**src/sst_pkg.sv**
```systemverilog
`timescale 1ns / 1ps
`default_nettype none
// ----------------------------------------------------------------------------
// sst_pkg
// Opcodes and status codes of the sorted set table.
// ----------------------------------------------------------------------------
package sst_pkg;

    localparam int unsigned ELEM_W = 8;

    typedef logic [ELEM_W-1:0] t_elem;

    typedef enum logic [1:0] {
        OP_INSERT = 2'd0,
        OP_DELETE = 2'd1,
        OP_MEMBER = 2'd2,
        OP_SPARE  = 2'd3
    } t_opcode;

    typedef enum logic [1:0] {
        ST_DONE      = 2'd0,
        ST_FULL      = 2'd1,
        ST_NOT_FOUND = 2'd2,
        ST_PRESENT   = 2'd3
    } t_status;

endpackage
`default_nettype wire

```
**src/sst_ram.sv**
```systemverilog
`timescale 1ns / 1ps
`default_nettype none
// ----------------------------------------------------------------------------
// sst_ram
// Generic single-port-write, single-port-read RAM with registered read data.
// ----------------------------------------------------------------------------
module sst_ram #(
    parameter int unsigned WIDTH = 8,
    parameter int unsigned DEPTH = 8
) (
    input  wire logic                     i_clk,
    input  wire logic                     i_we,
    input  wire logic [$clog2(DEPTH)-1:0] i_waddr,
    input  wire logic [WIDTH-1:0]         i_wdata,
    input  wire logic [$clog2(DEPTH)-1:0] i_raddr,
    output logic      [WIDTH-1:0]         o_rdata
);

    logic [WIDTH-1:0] r_mem [DEPTH];
    logic [WIDTH-1:0] r_rdata;

    always_ff @(posedge i_clk) begin
        if (i_we) begin
            r_mem[i_waddr] <= i_wdata;
        end
        r_rdata <= r_mem[i_raddr];
    end

    assign o_rdata = r_rdata;

endmodule
`default_nettype wire

```
**src/sorted_set_table_unit.sv**
```systemverilog
`timescale 1ns / 1ps
`default_nettype none
// ----------------------------------------------------------------------------
// sorted_set_table_unit
// Set of bytes kept as an ascending linked list in a node RAM with a free list.
// sequence: accept, walk of the list (one elem and link RAM read per node),
//   update states S_INS, S_LINK1, S_LINK2 as needed, S_DONE to output register
// one item at a time; S_DONE waits while the output register is still full
// reset: synchronous; a clearing pass rebuilds the free list in the link RAM,
//   no item is taken until it ends
// ----------------------------------------------------------------------------
module sorted_set_table_unit #(
    parameter int unsigned NODE_COUNT = 8
) (
    input  wire logic              i_clk,
    input  wire logic              i_rst_n,
    input  wire logic              i_valid,
    output logic                   o_ready,
    input  wire logic [1:0]        i_opcode,
    input  wire sst_pkg::t_elem    i_element,
    output logic                   o_valid,
    input  wire logic              i_ready,
    output logic [1:0]             o_status,
    output logic                   o_present
);

    import sst_pkg::*;

    localparam int unsigned AW = $clog2(NODE_COUNT);
    localparam int unsigned LW = $clog2(NODE_COUNT + 1);
    localparam logic [LW-1:0] NIL   = {LW{1'b1}};
    localparam logic [LW-1:0] NODES = LW'(NODE_COUNT);
    localparam logic [AW-1:0] LAST  = AW'(NODE_COUNT - 1);

    typedef enum logic [6:0] {
        S_CLEAR = 7'b0000001,
        S_IDLE  = 7'b0000010,
        S_WALK  = 7'b0000100,
        S_INS   = 7'b0001000,
        S_LINK1 = 7'b0010000,
        S_LINK2 = 7'b0100000,
        S_DONE  = 7'b1000000
    } t_state;

    t_state        r_state, n_state;
    logic [AW-1:0] r_clr, n_clr;
    logic [LW-1:0] r_head, n_head;
    logic [LW-1:0] r_free, n_free;
    logic [LW-1:0] r_cur, n_cur;
    logic [LW-1:0] r_prev, n_prev;
    logic [LW-1:0] r_steps, n_steps;
    logic [LW-1:0] r_stop, n_stop;
    logic [LW-1:0] r_lval, n_lval;
    t_opcode       r_op, n_op;
    t_elem         r_key, n_key;
    t_status       r_res_status, n_res_status;
    logic          r_res_present, n_res_present;
    logic          r_out_valid, n_out_valid;
    t_status       r_out_status, n_out_status;
    logic          r_out_present, n_out_present;

    logic          elem_we;
    logic          link_we;
    logic [AW-1:0] link_waddr;
    logic [LW-1:0] link_wdata;
    logic [AW-1:0] raddr;
    t_elem         rd_elem;
    logic [LW-1:0] rd_link;

    logic          cur_ok;
    logic          prev_ok;
    logic          free_ok;
    logic          stop_ok;
    logic          found;
    logic          go_on;
    logic          out_free;

    sst_ram #(.WIDTH(ELEM_W), .DEPTH(NODE_COUNT)) u_elem_ram (
        .i_clk   (i_clk),
        .i_we    (elem_we),
        .i_waddr (r_free[AW-1:0]),
        .i_wdata (r_key),
        .i_raddr (raddr),
        .o_rdata (rd_elem)
    );

    sst_ram #(.WIDTH(LW), .DEPTH(NODE_COUNT)) u_link_ram (
        .i_clk   (i_clk),
        .i_we    (link_we),
        .i_waddr (link_waddr),
        .i_wdata (link_wdata),
        .i_raddr (raddr),
        .o_rdata (rd_link)
    );

    assign cur_ok   = (r_cur < NODES);
    assign prev_ok  = (r_prev < NODES);
    assign free_ok  = (r_free < NODES);
    assign stop_ok  = cur_ok && (r_steps < NODES);
    assign go_on    = stop_ok && (rd_elem < r_key);
    assign found    = stop_ok && (rd_elem == r_key);
    assign out_free = !r_out_valid || i_ready;

    assign o_ready   = (r_state == S_IDLE);
    assign o_valid   = r_out_valid;
    assign o_status  = r_out_status;
    assign o_present = r_out_present;

    always_comb begin
        n_state       = r_state;
        n_clr         = r_clr;
        n_head        = r_head;
        n_free        = r_free;
        n_cur         = r_cur;
        n_prev        = r_prev;
        n_steps       = r_steps;
        n_stop        = r_stop;
        n_lval        = r_lval;
        n_op          = r_op;
        n_key         = r_key;
        n_res_status  = r_res_status;
        n_res_present = r_res_present;
        n_out_valid   = r_out_valid && !i_ready;
        n_out_status  = r_out_status;
        n_out_present = r_out_present;
        elem_we       = 1'b0;
        link_we       = 1'b0;
        link_waddr    = r_clr;
        link_wdata    = r_lval;
        raddr         = r_cur[AW-1:0];

        unique case (r_state)
            S_CLEAR: begin
                link_we    = 1'b1;
                link_waddr = r_clr;
                link_wdata = (r_clr == '0) ? NIL : (LW'(r_clr) - LW'(1));
                n_clr      = r_clr + AW'(1);
                if (r_clr == LAST) begin
                    n_state = S_IDLE;
                end
            end
            S_IDLE: begin
                raddr = r_head[AW-1:0];
                if (i_valid) begin
                    n_op    = t_opcode'(i_opcode);
                    n_key   = i_element;
                    n_cur   = r_head;
                    n_prev  = NIL;
                    n_steps = '0;
                    n_state = S_WALK;
                end
            end
            S_WALK: begin
                if (go_on) begin
                    // step to the next node, read issued straight from the link
                    n_prev  = r_cur;
                    n_cur   = rd_link;
                    n_steps = r_steps + LW'(1);
                    raddr   = rd_link[AW-1:0];
                end else begin
                    n_stop        = stop_ok ? r_cur : NIL;
                    n_res_present = found;
                    unique case (r_op)
                        OP_INSERT: begin
                            if (found) begin
                                n_res_status = ST_PRESENT;
                                n_state      = S_DONE;
                            end else if (free_ok) begin
                                raddr        = r_free[AW-1:0];
                                n_res_status = ST_DONE;
                                n_state      = S_INS;
                            end else begin
                                n_res_status = ST_FULL;
                                n_state      = S_DONE;
                            end
                        end
                        OP_DELETE: begin
                            n_lval = rd_link;
                            if (found) begin
                                n_res_status = ST_DONE;
                                n_state      = S_LINK1;
                            end else begin
                                n_res_status = ST_NOT_FOUND;
                                n_state      = S_DONE;
                            end
                        end
                        OP_MEMBER, OP_SPARE: begin
                            n_res_status = found ? ST_DONE : ST_NOT_FOUND;
                            n_state      = S_DONE;
                        end
                        default: begin
                            n_res_status = found ? ST_DONE : ST_NOT_FOUND;
                            n_state      = S_DONE;
                        end
                    endcase
                end
            end
            S_INS: begin
                // new node takes the key and points at the stop node
                elem_we    = 1'b1;
                link_we    = 1'b1;
                link_waddr = r_free[AW-1:0];
                link_wdata = r_stop;
                n_lval     = r_free;
                n_free     = rd_link;
                n_state    = S_LINK1;
            end
            S_LINK1: begin
                if (prev_ok) begin
                    link_we    = 1'b1;
                    link_waddr = r_prev[AW-1:0];
                    link_wdata = r_lval;
                end else begin
                    n_head = r_lval;
                end
                n_state = (r_op == OP_DELETE) ? S_LINK2 : S_DONE;
            end
            S_LINK2: begin
                // push the unlinked node on the free list
                link_we    = 1'b1;
                link_waddr = r_stop[AW-1:0];
                link_wdata = r_free;
                n_free     = r_stop;
                n_state    = S_DONE;
            end
            S_DONE: begin
                if (out_free) begin
                    n_out_valid   = 1'b1;
                    n_out_status  = r_res_status;
                    n_out_present = r_res_present;
                    n_state       = S_IDLE;
                end
            end
            default: begin
                n_state = S_IDLE;
            end
        endcase
    end

    always_ff @(posedge i_clk) begin
        if (!i_rst_n) begin
            r_state     <= S_CLEAR;
            r_clr       <= '0;
            r_head      <= NIL;
            r_free      <= LW'(NODE_COUNT - 1);
            r_out_valid <= 1'b0;
        end else begin
            r_state     <= n_state;
            r_clr       <= n_clr;
            r_head      <= n_head;
            r_free      <= n_free;
            r_out_valid <= n_out_valid;
        end
    end

    always_ff @(posedge i_clk) begin
        r_cur         <= n_cur;
        r_prev        <= n_prev;
        r_steps       <= n_steps;
        r_stop        <= n_stop;
        r_lval        <= n_lval;
        r_op          <= n_op;
        r_key         <= n_key;
        r_res_status  <= n_res_status;
        r_res_present <= n_res_present;
        r_out_status  <= n_out_status;
        r_out_present <= n_out_present;
    end

endmodule
`default_nettype wire
```
**config.mk**
```make
export PLATFORM = sky130hd
export DESIGN_NAME = sorted_set_table_unit
export DESIGN_NICKNAME = d
export VERILOG_FILES = /design/src/sst_pkg.sv /design/src/sst_ram.sv /design/src/sorted_set_table_unit.sv
export SDC_FILE = /design/constraint.sdc
export NUM_CORES = 1
export LEC_CHECK = 0
export BUFFER_PORTS_ARGS = -buffer_cell sky130_fd_sc_hd__buf_4
export CORE_MARGIN = 1
export CORE_UTILIZATION = 35
export CTS_CLUSTER_SIZE = 24
export DETAILED_ROUTE_END_ITERATION = 6
export PLACE_DENSITY_LB_ADDON = 0.2
export SYNTH_ARGS = -nofsm -noshare
export SYNTH_HDL_FRONTEND = slang
export SYNTH_SLANG_ARGS = --single-unit
```
**constraint.sdc**
```tcl
create_clock -name i_clk -period 4.3 [get_ports i_clk]
set_input_delay 0.86 -clock i_clk [delete_from_list [all_inputs] [get_ports i_clk]]
set_output_delay 0.86 -clock i_clk [all_outputs]
set_load 0.02 [all_outputs]
```
Word level (Yosys, flattened, before mapping)
Memory sizes are Yosys's and may differ from the RTL's. A register that Yosys moved wholly into a read port is not among the register bits.
Index checks and enable logic that the tools add are counted.
Widths: inputs -> output; s select.
{"block": "word_totals", "ff_bits": 55, "mem_bits_rw": 96, "input_bits": 14, "output_inout_bits": 5, "wordCells": 113, "mem_count": 2}
{"name": "u_elem_ram.r_mem", "words": 8, "width": 8, "rd": 1, "rd_clocked_by_memory_dff": 1, "write_ports": 1, "line_no": "sst_ram.sv:19", "rtl": "logic [WIDTH-1:0] r_mem [DEPTH];"}
{"name": "u_link_ram.r_mem", "words": 8, "width": 4, "rd": 1, "rd_clocked_by_memory_dff": 1, "write_ports": 1, "line_no": "sst_ram.sv:19"}
{"block": "op_classes", "addsub": 3, "order_cmp": 5, "n_eq_ne": 18, "muxes": 45, "bitwise": 2, "n_reduce_logical": 22}
{"cell": "$mux 7", "count": 8}
{"cell": "$pmux 7 s7", "count": 1}
{"cell": "$pmux 4 s2", "count": 5}
{"cell": "$mux 4", "count": 9}
{"cell": "$pmux 7 s3", "count": 1}
{"cell": "$lt 4x4->1 const B", "count": 4}
{"cell": "$mux 3", "count": 5}
{"cell": "$ne 2x2->1 const B", "count": 6}
{"cell": "$pmux 4 s3", "count": 1}
{"cell": "$mux 1", "count": 9}
{"cell": "$pmux 3 s3", "count": 1}
{"cell": "$eq 8x8->1", "count": 1}
{"cell": "$lt 8x8->1", "count": 1}
{"cell": "$reduce_and 2->1", "count": 4}
{"cell": "$eq 7x1->1 const B", "count": 1}
{"cell": "$eq 7x2->1 const B", "count": 1}
{"cell": "$eq 7x3->1 const B", "count": 1}
{"cell": "$eq 7x4->1 const B", "count": 1}
{"cell": "$eq 7x5->1 const B", "count": 1}
{"cell": "$eq 7x6->1 const B", "count": 1}
{"cell": "$eq 7x7->1 const B", "count": 1}
{"cell": "$pmux 3 s2", "count": 1}
{"cell": "$reduce_and 3->1", "count": 2}
{"cell": "$reduce_bool 2->1", "count": 3}
{"cell": "other kinds (18)", "count": 26}

Logic depth before layout (Yosys ltp)
{"block": "depth", "ltp_word": 7, "depth_mapped": 12, "mapped_depth_nobuf": 10}

Cells and area by module
From an unflattened synthesis, not the netlist that was laid out.
{"block": "unflattened", "hier_cells": 451, "hier_area_um2": 6869.1}
{"mod": "sorted_set_table_unit", "instances": 1, "cells_per_inst": 274, "area_per_inst_um2": 2807.7, "seq_area_each_um2": 1461.4}
{"mod": "sst_ram (u_elem_ram)", "instances": 1, "cells_per_inst": 114, "area_per_inst_um2": 2691.3, "seq_area_each_um2": 2082.0}
{"mod": "sst_ram (u_link_ram)", "instances": 1, "cells_per_inst": 63, "area_per_inst_um2": 1370.1, "seq_area_each_um2": 1041.0}

Least setup slack after synthesis
Ideal clock, no wire load.
{"block": "synth_path", "path_type": "register -> register", "from": "reg r_key[1]", "to": "reg r_cur[0], enable pin", "setup_ns": 0.396, "t_arrival_ns": 2.365, "required_time_ns": 3.904, "slack_ns": 1.539, "path_stages_with_launch": 9, "n_path_buf": 0, "period_less_slack_ns": 2.761, "cell_sequence": "edfxtp_1 inv_1 ha_1 nor2b_1 o21bai_1 a21oi_1 nor2_1 nor2_1 nor3_1"}
{"block": "synth_between", "elab_chain_len": 4}
{"item": "start: declaration", "line_no": "sorted_set_table_unit.sv:55", "rtl": "t_elem r_key, n_key;"}
{"item": "start signal: assignment", "line_no": "sorted_set_table_unit.sv:263", "rtl": "r_key <= n_key;"}
{"item": "$lt 8x8->1", "line_no": "sorted_set_table_unit.sv:100", "rtl": "assign go_on = stop_ok && (rd_elem < r_key);"}
{"item": "$logic_and 1x1->1", "line_no": "sorted_set_table_unit.sv:100"}
{"item": "$ne 2x2->1 (no line)"}
{"item": "$reduce_and 3->1 (no line)"}
{"item": "end signal: assignment", "line_no": "sorted_set_table_unit.sv:257", "rtl": "r_cur <= n_cur;"}
{"item": "end: declaration", "line_no": "sorted_set_table_unit.sv:49", "rtl": "logic [LW-1:0] r_cur, n_cur;"}
Every way passes these cells.
A chain may end at the register's enable or synchronous reset.

Final worst setup path
{"block": "layout_path", "from": "reg r_key[7]", "to": "reg u_elem_ram.r_rdata[4] (netlist: u_elem_ram.o_rdata[4]), read port of u_elem_ram.r_mem"}
{"block": "layout_between", "elab_chain_len": 6, "elab_cells_between_ends": 8, "cone_classes": "order compare: 1; eq/ne: 1; mux: 4; reduce/logical: 2"}
{"item": "parallel branches: the longest is 4 deep, another holds $lt 8x8->1"}
{"item": "$mux 3 *", "line_no": "sorted_set_table_unit.sv:154", "rtl": "if (go_on) begin"}
{"item": "$pmux 3 s2 *", "line_no": "sorted_set_table_unit.sv:132", "rtl": "unique case (r_state)"}
{"item": "end: declaration", "line_no": "sst_ram.sv:20", "rtl": "logic [WIDTH-1:0] r_rdata;"}
Mark *: on every way between the ends.

==> results.cfg <==
[status]
status = complete, no violations

[floorplanning]
num_io_pins = 19
core_region_area_um2 = 19590
die-area_um2 = 20680
initial_core_util_pct = 35.93
row_count = 51
die_h_um = 143.8
fp.dieW_um = 143.8

[run]
drv_cap = 0

[pwr]
swShare_pct = 31.06
power_density_nw_per_um2 = 601.0
intPower_uw = 3351
p_comb_share_pct = 26.2
p_seq_share_pct = 42.9
clkPwrFrac_pct = 30.9
power.total_uw = 4861
ir_worst_vdd_uv = 300.9
p_sw_uw = 1510
power_leakage_uw = 0.002926

[synthesis]
seq_area_frac_synth_pct = 65.14
ys_types = 53
yosys_warnings = 0
synth_mux_area_share_pct = 11.73
syn_avg_cell_area_um2 = 13.33
synth-main-ff-cell = edfxtp_1
synth_compound_area_share_pct = 5.778
ys_ff_latch = 163
syn_area_um2 = 7038
synthAdderAreaFrac_pct = 2.311
synth_edf_count = 132
synthCells = 528
postSynth.asyncResetShare_pct = 0
synth_top_family_by_area = simple AND/OR/NAND/NOR gates
synth_nets = 555
synth-simple-area-share_pct = 12.09
synth_xor_area_share_pct = 0.4978

[route]
ant_nets = 0
drt_pass1_iterations = 5
drcViolationCount = 0
wl_per_cell_um = 18.59
drt_wl_total_um = 15510
vias_per_cell = 5.084
num_vias = 4240
drt-initial-drc-count = 324

[worst_setup_path]
worst-path-stages = 11
path_max_fanout = 32
cp_top_family = multiplexers
crit_chain = inv_1 -> ha_1 -> nand4_1 -> o311a_4 -> mux2i_1 -> o21ai_1 -> a21oi_4 -> buf_4 -> mux2i_1 -> mux2i_1 -> mux2_2
path_buf_inv = 2
slowest_delay_ps = 510
crit_path_start_kind = register
worstPathRequired_ps = 4620
reg2regPathDepth = 11
startpoint = r_key[7]
critical_path_arrival_ps = 3730
crit_top_cell = mux2i_1
slowest_stage = edfxtp_1
reg2reg_from = r_key[7]
critPathKind = reg2reg
endpoint_kind = register

[global_routing]
groute.usage.overall_pct = 16.15
grt_pass1_wl_um = 24080
first_global_vias = 4190
gr-total-overflow = 0
antenna_found_initial = 0
grt_max_degree = 33

[timing]
fmax_mhz = 293.7
finalSetupTns_ps = 0
drv_slew = 0
skew_ps = 8.382
period_share_pct = 79.19
rsz0062_at_grt = false
period_needed_ps = 3405
hold_viol_final = 0
worstMarginPinSlew_ps = 956.3
max-slew-margin-rel_pct = 35.90
setup_violations = 0

[place]
place_inst = 802
io_buffers = 18
dp_hpwl_um = 10490
gp_congestion = 0.8591

[clock_network]
numClockSinks = 163
cts_setup_buffers = 0
cts_hold_buf = 0
clockBufferDepth = 2
clockRootBuffer = clkbuf_16
cts.repair.resized = 0
ctsHtreeMaxLevel = 4
clk_pin_slew_ps = 70
cts_tree = yes
clkLatencyLatePin_ps = 430
cts_inserted_buffers = 17

[finish]
stdcell_count = 834
synthToLayoutAreaGrowth_pct = 14.92
fin_nets = 583
antennaDiodeCount = 0
final_cell_mix = edfxtp_1, mux2i_1, nand2_1
drive_above_1_share_pct = 14.41
layout_commonest_cell = edfxtp_1

[hold_path]
hold_path.class = reg2reg
holdPathStages = 0
min-delay-start = r_res_status[1]
==> power by group through the flow <==
stage / Combinational, uW / Clock (uW) / Sequential [uW]
final: 1270 / 1500 / 2080
after global routing: 1400 / 1600 / 2100
after CTS: 1290 / 1530 / 2080
after detailed placement: 1290 / 0 / 2110
after global placement: 1260 / 0 / 2110
after floorplan: 991 / 0 / 2060
==> routing by layer <==
| layer | vias up | part of all wire (%) | wire [um] | GRT usage [%] |
|---|---|---|---|---|
| li1 | 2020 | - | - | - |
| met5 | - | 0 | 0 | 0 |
| met3 | 23 | 4.0 | 627 | 3.699 |
| met4 | 0 | 1.9 | 296 | 5.879 |
| met1 | 2094 | 47 | 7338 | 21.61 |
| met2 | 103 | 47 | 7243 | 25.55 |
==> final cells by class <==
| type | instances | area, um2 |
|---|---|---|
| sequential | 163 | 4584 |
| clock inverter | 14 | 155.1 |
| fill | 1835 | 11500 |
| tap | 265 | 331.6 |
| inverter | 14 | 52.55 |
| multi-input combinational | 330 | 2310 |
| timing repair buffer | 30 | 225.2 |
| clock buffer | 18 | 429.2 |
==> cell families (layout without fill, tap and decap cells) <==
logic type                 after synthesis  in the layout
AOI/OAI and AO/OA                       57             57
xor gates and xnor gates                 4              4
adders and majority gates               13             13
buffers and inverters                   35             76
DFF                                    163            163
muxes                                   81             81
and+or+nand+nor                        175            175
==> sequential cells by signal, summed over array words and instances, names as in the netlist, 7 cells and up <==
signal and count:
u_elem_ram.o_rdata 8, u_link_ram.r_mem 32, u_elem_ram.r_mem 64, r_state 7
r_key 8
==> stage by stage <==
step / hold slack [ps] / setup WS (ps) / utilization (%) / instance area (um2)
after floorplan: 400.3 / 1539 / - / 7038
after global placement: 404.3 / 994.7 / 38.30 / 7503
after detailed placement: 405.9 / 893.6 / 38.30 / 7503
after CTS: 425.5 / 859.8 / 41.29 / 8088
after global routing: 438.3 / 705.5 / 41.29 / 8088
final: 423.0 / 894.7 / 41.29 / 8088
==> worst reg2reg max path, delay by kind of cell, from the launching register on <==
family                     cells  cell delay (ps)
AOI/OAI and AO/OA              3              780
adders and majority gates      1              340
buffers and inverters          2              580
DFF                            1              510
muxes                          4              840
and+or+nand+nor                1              260
==> synthesized netlist by cell type, drive strengths merged (9+ instances only) <==
cell type	count	area (um2)
mux2i	69	690.7
ha	13	162.7
a21oi	15	78.83
edfxtp	132	3964
buf	11	82.57
inv	14	52.55
dfxtp	31	620.6
nor3	20	111.4
nor2b	9	56.30
nand3	12	60.06
nor2	27	101.4
nand2	65	244.0
mux2	12	135.1
clkbuf	10	37.54
o21ai	11	55.05
nand2b	14	87.58
==> path summary, 6_finish.rpt <==
check                           to  slack, ps
max reg2reg  u_elem_ram.o_rdata[4]        890
min                    o_status[1]        420
min reg2reg            o_status[1]        420
max          u_elem_ram.o_rdata[4]        890
Note: power is estimated with default switching activity, not from simulation.
